`src/sv/cau_pkg.sv`:
```
package cau_pkg;

	localparam int DATA_W = 16;
	localparam int FRAC_W = 8;

	typedef enum logic [1:0] {
		OP_ADD = 2'd0,
		OP_SUB = 2'd1,
		OP_MUL = 2'd2,
		OP_MOD = 2'd3
	} opcode_t;

	typedef struct packed {
		opcode_t                  opcode;
		logic signed [DATA_W-1:0] a_re;
		logic signed [DATA_W-1:0] a_im;
		logic signed [DATA_W-1:0] b_re;
		logic signed [DATA_W-1:0] b_im;
	} op_item_t;

	typedef struct packed {
		logic signed [DATA_W-1:0] res_re;
		logic signed [DATA_W-1:0] res_im;
		logic                     saturated;
	} res_item_t;

endpackage

```
`src/sv/complex_arith_unit.sv`:
```
// Channel  | Valid     | Stall     | Payload  | Type
// request  | op_valid  | op_stall  | op_data  | op_item_t  (opcode, a_re, a_im, b_re, b_im)
// result   | res_valid | res_stall | res_data | res_item_t (res_re, res_im, saturated)
//
// One transaction per cycle enters while op_stall is low; every opcode takes the same path.
// The latency is set by the square root, which resolves one root bit per stage.
// Reset clears only the stage valid bits; no clearing pass.
// A stalled result holds the last stage; earlier stages keep moving into empty
// slots, so op_stall rises only when every stage holds a transaction.
module complex_arith_unit
	import cau_pkg::*;
(
	input  logic      clk,
	input  logic      arst_n,
	input  logic      op_valid,
	output logic      op_stall,
	input  op_item_t  op_data,
	output logic      res_valid,
	input  logic      res_stall,
	output res_item_t res_data
);

	localparam int DW = DATA_W;
	localparam int FW = FRAC_W;
	localparam int PW = 2 * DW;
	localparam int WW = 2 * DW + 1;
	localparam int NR = DW;
	localparam int L  = NR + 4;
	localparam logic [WW-1:0] RND = WW'((64'd1 << FW) - 64'd1);

	typedef struct packed {
		logic          is_mod;
		logic [DW-1:0] re;
		logic [DW-1:0] im;
		logic          flag;
	} side_t;

	logic [L:1] vld_sn;
	logic [L:1] vld_prev;
	logic [L:1] adv;

	logic signed [DW-1:0] ar, ai, br, bi, mb_re, mb_im;

	opcode_t              op_s1;
	logic signed [DW:0]   sum_re_s1, sum_im_s1;
	logic signed [PW-1:0] prr_s1, pii_s1, pri_s1, pir_s1;

	opcode_t              op_s2;
	logic signed [DW:0]   sum_re_s2, sum_im_s2;
	logic signed [WW-1:0] wre_s2, wim_s2;

	logic signed [WW-1:0] t_re, t_im, v_re, v_im;
	logic [DW:0]          sat_re, sat_im;

	logic                 is_mod_s3;
	logic [DW-1:0]        re_s3, im_s3;
	logic                 flag_s3;
	logic [PW-1:0]        rad_s3;

	side_t                side_sn [NR];
	logic [DW-1:0]        root;
	res_item_t            out_sn;

	function automatic logic [DW:0] sat_fn(input logic [WW-1:0] v);
		logic        pos_ovf;
		logic        neg_ovf;
		logic [DW:0] r;
		pos_ovf = !v[WW-1] && (|v[WW-2:DW-1]);
		neg_ovf = v[WW-1] && !(&v[WW-2:DW-1]);
		if (pos_ovf) begin
			r = {1'b1, 1'b0, {(DW-1){1'b1}}};
		end else if (neg_ovf) begin
			r = {1'b1, 1'b1, {(DW-1){1'b0}}};
		end else begin
			r = {1'b0, v[DW-1:0]};
		end
		return r;
	endfunction

	// A stage advances when it is empty or the stage after it advances.
	always_comb begin
		adv[L] = !vld_sn[L] || !res_stall;
		for (int k = L - 1; k >= 1; k--) begin
			adv[k] = !vld_sn[k] || adv[k+1];
		end
	end

	assign vld_prev = {vld_sn[L-1:1], op_valid};
	assign op_stall = !adv[1];

	always_ff @(posedge clk or negedge arst_n) begin
		if (!arst_n) begin
			vld_sn <= '0;
		end else begin
			for (int k = 1; k <= L; k++) begin
				if (adv[k]) begin
					vld_sn[k] <= vld_prev[k];
				end
			end
		end
	end

	// Stage 1: sums and the four products; modulus squares A through the same multipliers.
	assign ar    = op_data.a_re;
	assign ai    = op_data.a_im;
	assign br    = op_data.b_re;
	assign bi    = op_data.b_im;
	assign mb_re = (op_data.opcode == OP_MOD) ? ar : br;
	assign mb_im = (op_data.opcode == OP_MOD) ? ai : bi;

	always_ff @(posedge clk) begin
		if (adv[1]) begin
			op_s1 <= op_data.opcode;
			if (op_data.opcode == OP_SUB) begin
				sum_re_s1 <= {ar[DW-1], ar} - {br[DW-1], br};
				sum_im_s1 <= {ai[DW-1], ai} - {bi[DW-1], bi};
			end else begin
				sum_re_s1 <= {ar[DW-1], ar} + {br[DW-1], br};
				sum_im_s1 <= {ai[DW-1], ai} + {bi[DW-1], bi};
			end
			prr_s1 <= ar * mb_re;
			pii_s1 <= ai * mb_im;
			pri_s1 <= ar * bi;
			pir_s1 <= ai * br;
		end
	end

	// Stage 2: combine products at full width.
	always_ff @(posedge clk) begin
		if (adv[2]) begin
			op_s2     <= op_s1;
			sum_re_s2 <= sum_re_s1;
			sum_im_s2 <= sum_im_s1;
			if (op_s1 == OP_MOD) begin
				wre_s2 <= {prr_s1[PW-1], prr_s1} + {pii_s1[PW-1], pii_s1};
			end else begin
				wre_s2 <= {prr_s1[PW-1], prr_s1} - {pii_s1[PW-1], pii_s1};
			end
			wim_s2 <= {pri_s1[PW-1], pri_s1} + {pir_s1[PW-1], pir_s1};
		end
	end

	// Stage 3: truncate products toward zero, saturate, hand the radicand to the root.
	always_comb begin
		t_re = wre_s2 + (wre_s2[WW-1] ? RND : '0);
		t_im = wim_s2 + (wim_s2[WW-1] ? RND : '0);
		unique case (op_s2)
			OP_ADD, OP_SUB: begin
				v_re = {{(WW-DW-1){sum_re_s2[DW]}}, sum_re_s2};
				v_im = {{(WW-DW-1){sum_im_s2[DW]}}, sum_im_s2};
			end
			OP_MUL: begin
				v_re = t_re >>> FW;
				v_im = t_im >>> FW;
			end
			OP_MOD: begin
				v_re = '0;
				v_im = '0;
			end
			default: begin
				v_re = '0;
				v_im = '0;
			end
		endcase
		sat_re = sat_fn(v_re);
		sat_im = sat_fn(v_im);
	end

	always_ff @(posedge clk) begin
		if (adv[3]) begin
			is_mod_s3 <= (op_s2 == OP_MOD);
			re_s3     <= sat_re[DW-1:0];
			im_s3     <= sat_im[DW-1:0];
			flag_s3   <= sat_re[DW] || sat_im[DW];
			rad_s3    <= wre_s2[PW-1:0];
		end
	end

	cau_isqrt #(
		.ROOT_W (NR)
	) u_isqrt (
		.clk  (clk),
		.adv  (adv[NR+3:4]),
		.rad  (rad_s3),
		.root (root)
	);

	// Carry finished results alongside the root stages.
	for (genvar k = 0; k < NR; k++) begin : g_side
		if (k == 0) begin : g_first
			always_ff @(posedge clk) begin
				if (adv[4]) begin
					side_sn[0] <= '{is_mod: is_mod_s3, re: re_s3, im: im_s3, flag: flag_s3};
				end
			end
		end else begin : g_next
			always_ff @(posedge clk) begin
				if (adv[k+4]) begin
					side_sn[k] <= side_sn[k-1];
				end
			end
		end
	end

	// Output stage: pick the root for modulus and clip it to the positive range.
	always_ff @(posedge clk) begin
		if (adv[L]) begin
			if (side_sn[NR-1].is_mod) begin
				out_sn.res_re    <= root[DW-1] ? {1'b0, {(DW-1){1'b1}}} : root;
				out_sn.res_im    <= '0;
				out_sn.saturated <= root[DW-1];
			end else begin
				out_sn.res_re    <= side_sn[NR-1].re;
				out_sn.res_im    <= side_sn[NR-1].im;
				out_sn.saturated <= side_sn[NR-1].flag;
			end
		end
	end

	assign res_valid = vld_sn[L];
	assign res_data  = out_sn;

	a_stall_full: assert property (@(posedge clk) disable iff (!arst_n)
		op_stall |-> (res_stall && (&vld_sn)))
		else $error("request stalled while the pipeline has room");

	a_enter: assert property (@(posedge clk) disable iff (!arst_n)
		(op_valid && !op_stall) |=> vld_sn[1])
		else $error("accepted transaction missing from stage 1");

	a_drain: assert property (@(posedge clk) disable iff (!arst_n)
		(vld_sn[L-1] && !res_stall) |=> res_valid)
		else $error("transaction lost before the output stage");

	a_mod_result: assert property (@(posedge clk) disable iff (!arst_n)
		(vld_sn[L-1] && adv[L] && side_sn[NR-1].is_mod)
		|=> (!res_data.res_re[DW-1] && (res_data.res_im == '0)))
		else $error("modulus result negative or with imaginary part");

endmodule

```
`src/sv/cau_isqrt.sv`:
```
module cau_isqrt #(
	parameter int ROOT_W = 16
) (
	input  logic                  clk,
	input  logic [ROOT_W-1:0]     adv,
	input  logic [2*ROOT_W-1:0]   rad,
	output logic [ROOT_W-1:0]     root
);

	localparam int XW  = 2 * ROOT_W;
	localparam int RMW = ROOT_W + 1;
	localparam int SW  = ROOT_W + 3;

	logic [XW-1:0]     x_sn [ROOT_W];
	logic [ROOT_W-1:0] q_sn [ROOT_W];
	logic [RMW-1:0]    r_sn [ROOT_W];

	// One root bit per stage, most significant bit first.
	for (genvar j = 0; j < ROOT_W; j++) begin : g_step
		logic [XW-1:0]     x_in;
		logic [ROOT_W-1:0] q_in;
		logic [RMW-1:0]    r_in;
		logic [SW-1:0]     r_sh;
		logic [SW-1:0]     trial;
		logic              take;

		if (j == 0) begin : g_first
			assign x_in = rad;
			assign q_in = '0;
			assign r_in = '0;
		end else begin : g_next
			assign x_in = x_sn[j-1];
			assign q_in = q_sn[j-1];
			assign r_in = r_sn[j-1];
		end

		// bring down the next two radicand bits and try root*4+1
		assign r_sh  = {r_in, x_in[XW-1 -: 2]};
		assign trial = {1'b0, q_in, 2'b01};
		assign take  = (r_sh >= trial);

		always_ff @(posedge clk) begin
			if (adv[j]) begin
				x_sn[j] <= {x_in[XW-3:0], 2'b00};
				q_sn[j] <= {q_in[ROOT_W-2:0], take};
				r_sn[j] <= take ? RMW'(r_sh - trial) : r_sh[RMW-1:0];
			end
		end
	end

	assign root = q_sn[ROOT_W-1];

endmodule

```
`config.mk`:
```
export PLATFORM = sky130hd
export DESIGN_NAME = complex_arith_unit
export DESIGN_NICKNAME = d
export VERILOG_FILES = /design/src/sv/cau_pkg.sv /design/src/sv/complex_arith_unit.sv /design/src/sv/cau_isqrt.sv
export SDC_FILE = /design/constraint.sdc
export NUM_CORES = 2
export LEC_CHECK = 0
export BUFFER_PORTS_ARGS = -buffer_cell sky130_fd_sc_hd__buf_2
export CELL_PAD_IN_SITES_DETAIL_PLACEMENT = 0
export CELL_PAD_IN_SITES_GLOBAL_PLACEMENT = 2
export CORE_MARGIN = 2
export CORE_UTILIZATION = 49
export DETAILED_ROUTE_END_ITERATION = 7
export PLACE_DENSITY_LB_ADDON = 0.08
export SLEW_MARGIN = 10
export SYNTH_ARGS = -nofsm -noshare
export SYNTH_HDL_FRONTEND = slang
export SYNTH_SLANG_ARGS = --single-unit
```
`constraint.sdc`:
```
create_clock -name clk -period 32.4 [get_ports clk]
set_input_delay 9.72 -clock clk [delete_from_list [all_inputs] [get_ports clk]]
set_output_delay 9.72 -clock clk [all_outputs]
set_load 0.1 [all_outputs]
```
==> metrics.yaml <==
drtIter0Drc: 3248
grt_pass1_wl_mm: 362
chipWidth_um: 462
rows: 168
synth_ff_type: "edfxtp_1"
synthTopCellsByArea: "edfxtp_1, fa_1, ha_1"
finalWeightedCongestion: 0.848
ant_nets: 0
arrival_ps: 14830
report.final.slew_viol_count: 0
fin_worst_skew_ps: 77.0
start_util_pct: 49.2
chipHeight_um: 462
ys_ff_latch: 1542
postSynthCellCount: 8575
crit_chain: "buf_2, and3_1, and3_1, and3_1, and3_1, nand2_4, nor2_1, and3_1, inv_2, nor2_1, nand3_4, inv_1, buf_2"
synth.net_count: 10300
yosysWarnings: 0
cts_hold_buf: 0
synth_top_cell_by_area: "edfxtp_1"
min_period_ps: 24550
grt-ovfl-total: 0
ys_seq_area_share_pct: 44.9
h-tree-depth: 4
synth-edff-count: 1522
area.growth.synth_to_final_pct: 9.15
min_from: "side_sn[0][147]$_DFFE_PP_"
drc: 0
clock_path_buffers: 3
fin_nets: 10400
regToRegStartpoint: "vld_sn[20]$_DFFE_PN0P_"
grt_max_degree: 82
syn_area_sq_um: 103000
crit_type: "in2out"
cts.clk_slew.worst_paths_ps: 60
synth_top_area_share_pct: 44.4
cts.sinks: 1542
r2r_setup_slack_ps: 26560
reg2reg_depth: 12
synth.distinct_cells: 89
grt_pass1_vias: 63400
crit_path_max_fanout: 63
via_per_inst: 5.21
cts_setup_buffers: 0
fmax_mhz: 40.7
wire_per_inst_um: 19.7
critPathMostFrequentCell: "and3_1"
hold-path-endpoint: "side_sn[0][181]$_DFFE_PP_"
clk_latency_ps: 830
fin_crit_sh_pct: 75.8
hold_path_depth: 0
rsz0062_at_grt: "no"
antenna_found_initial: 10
slew_headroom_pct: 17.3
numCtsBuffers: 157
async_flop_share_pct: 1.30
maxCapViolations: 0
ios: 105
worstMarginPinSlew_ps: 1220
critPathTopFamily: "simple AND/OR/NAND/NOR gates"
hpwl_mm: 174
worstHoldPathType: "reg2reg"
track_usage_pct: 22.2
r2r-end: "prr_s1[22]$_DFFE_PN_"
first_pass_iters: 8
tns_ps: 0
drive_gt1_share_pct: 6.09
design.core.area_sq_um: 209000
dieArea_sq_um: 214000
cts.repair.resized: 0
crit_path_end_kind: "primary output"
slowest_delay_ps: 770
vias: 60500
worstSetupStartpointType: "primary input"
cp.required_ps: 22680
cp.buffers_inverters: 4
crit_path_top_delay_cell: "nand3_4"
setup-violations-final: 0
portBuffers: 104
cts_tree: "yes"
status: "finished, final reports clean"
syn_area_per_cell_sq_um: 12.0
cts-root-buf: "clkbuf_16"
wl_mm: 230
finalHoldViolCount: 0
==> worst max-delay path by stage <==
stage | depth (start not counted) | to | start | slack [ps]
after detailed placement | 13 | op_stall | res_stall | 7770
final | 13 | op_stall | res_stall | 7850
after floorplan | 11 | op_stall | res_stall | 2290
after CTS | 13 | op_stall | res_stall | 7720
after global placement | 13 | op_stall | res_stall | 7890
after global routing | 13 | op_stall | res_stall | 7450
==> cell type report <==
| cell class | count | area (sq um) |
|---|---|---|
| clock inverter | 90 | 1280 |
| clock buffer | 201 | 4190 |
| sequential | 1542 | 46200 |
| multi-input combinational | 5338 | 50400 |
| antenna | 6 | 15.0 |
| fill | 18000 | 96900 |
| timing repair buffer | 208 | 1300 |
| inverter | 1441 | 5410 |
| tap | 2805 | 3510 |
==> per-layer routing <==
layer | routed length [um] | GRT usage [%] | vias to the layer above
met1 | 96500 | 28.2 | 30700
li1 | - | - | 28600
met5 | 0 | 0 | -
met3 | 6710 | 2.44 | 296
met2 | 119000 | 39.8 | 913
met4 | 7070 | 6.77 | 0
==> cell usage after synthesis (all sizes together), types with 10 or more instances <==
master	number
a21oi	278
xor2	176
fa	1052
a31oi	27
nor2	308
and3	34
nor4	47
buf	24
dfrtp	20
a21boi	15
and2	308
nor2b	190
or4	25
nor3b	10
mux2	19
inv	1440
o22a	14
a22oi	15
o31ai	22
a31o	10
nand2	790
and4	10
nand3	96
a211o	12
xnor2	316
clkbuf	230
or3	39
o21a	79
o21ai	235
nand4	39
nand2b	110
mux2i	18
a22o	13
a211oi	34
o21bai	29
a21o	123
nor3	102
ha	593
or2	32
edfxtp	1522
==> state kept, by name (all words and copies together) (netlist names) <==
name and cells:
op_s1 2, vld_sn 20, u_isqrt.q_sn 136, side_sn 544, is_mod_s3 1, sum_re_s2 17
rad_s3 32, flag_s3 1, sum_im_s2 17, prr_s1 32, pri_s1 32, sum_im_s1 17
wre_s2 33, pii_s1 32, pir_s1 32, u_isqrt.r_sn 237, res_data 33, u_isqrt.x_sn 240
im_s3 16, re_s3 16, op_s2 2, sum_re_s1 17, wim_s2 33
==> cell usage in the layout (no fill, tap or decap), drive strengths merged, types with 14 or more instances in the layout <==
cell type,synthesis,routed
o31ai,22,22
clkbuf,230,201
edfxtp,1522,1522
nand4,39,39
or3,39,39
a21boi,15,15
buf,24,208
a211oi,34,34
or2,32,32
dfrtp,20,20
and3,34,34
a31oi,27,27
nand3,96,96
a21oi,278,278
nand2b,110,110
xnor2,316,316
inv,1440,1445
nor2,308,308
a22oi,15,15
nor4,47,47
a21o,123,123
nand2,790,790
clkinv,1,62
nor2b,190,190
mux2,19,19
o22a,14,14
fa,1052,1052
xor2,176,176
o21a,79,79
o21ai,235,235
and2,308,308
nor3,102,102
mux2i,18,18
o21bai,29,29
ha,593,593
bufinv,0,18
or4,25,25
==> cells by family after synthesis <==
| group | Yosys count | share of synthesized area [%] |
|---|---|---|
| simple gates | 2166 | 10.4 |
| flops | 1542 | 44.9 |
| mux | 37 | 0.383 |
| other cells | 1 | 0.00364 |
| xor+xnor | 492 | 4.19 |
| compound gates | 997 | 6.22 |
| fa+ha+maj | 1645 | 27.7 |
| buf+inv | 1695 | 6.22 |
==> per-stage QoR <==
stage	hold slack, ps	worst slack [ps]	util (%)	cells	cell area (sq um)
3_3_place_gp	400	7890	51.1	11300	107000
5_1_grt	387	7450	53.7	11600	112000
4_1_cts	368	7720	53.7	11600	112000
2_1_floorplan	400	2290	-	8575	103000
6_report	374	7850	53.7	11600	112000
3_5_place_dp	405	7770	51.1	11300	107000
==> worst reg2reg max path, delay by kind of cell, from the launching register on <==
family        cells  cell delay (ps)
simple gates      9             3530
flops             1              360
buf+inv           3             1510
Power is left out: the tool's default activity adds up to more than one toggle a clock period on the data nets, which glitch-free logic cannot reach.
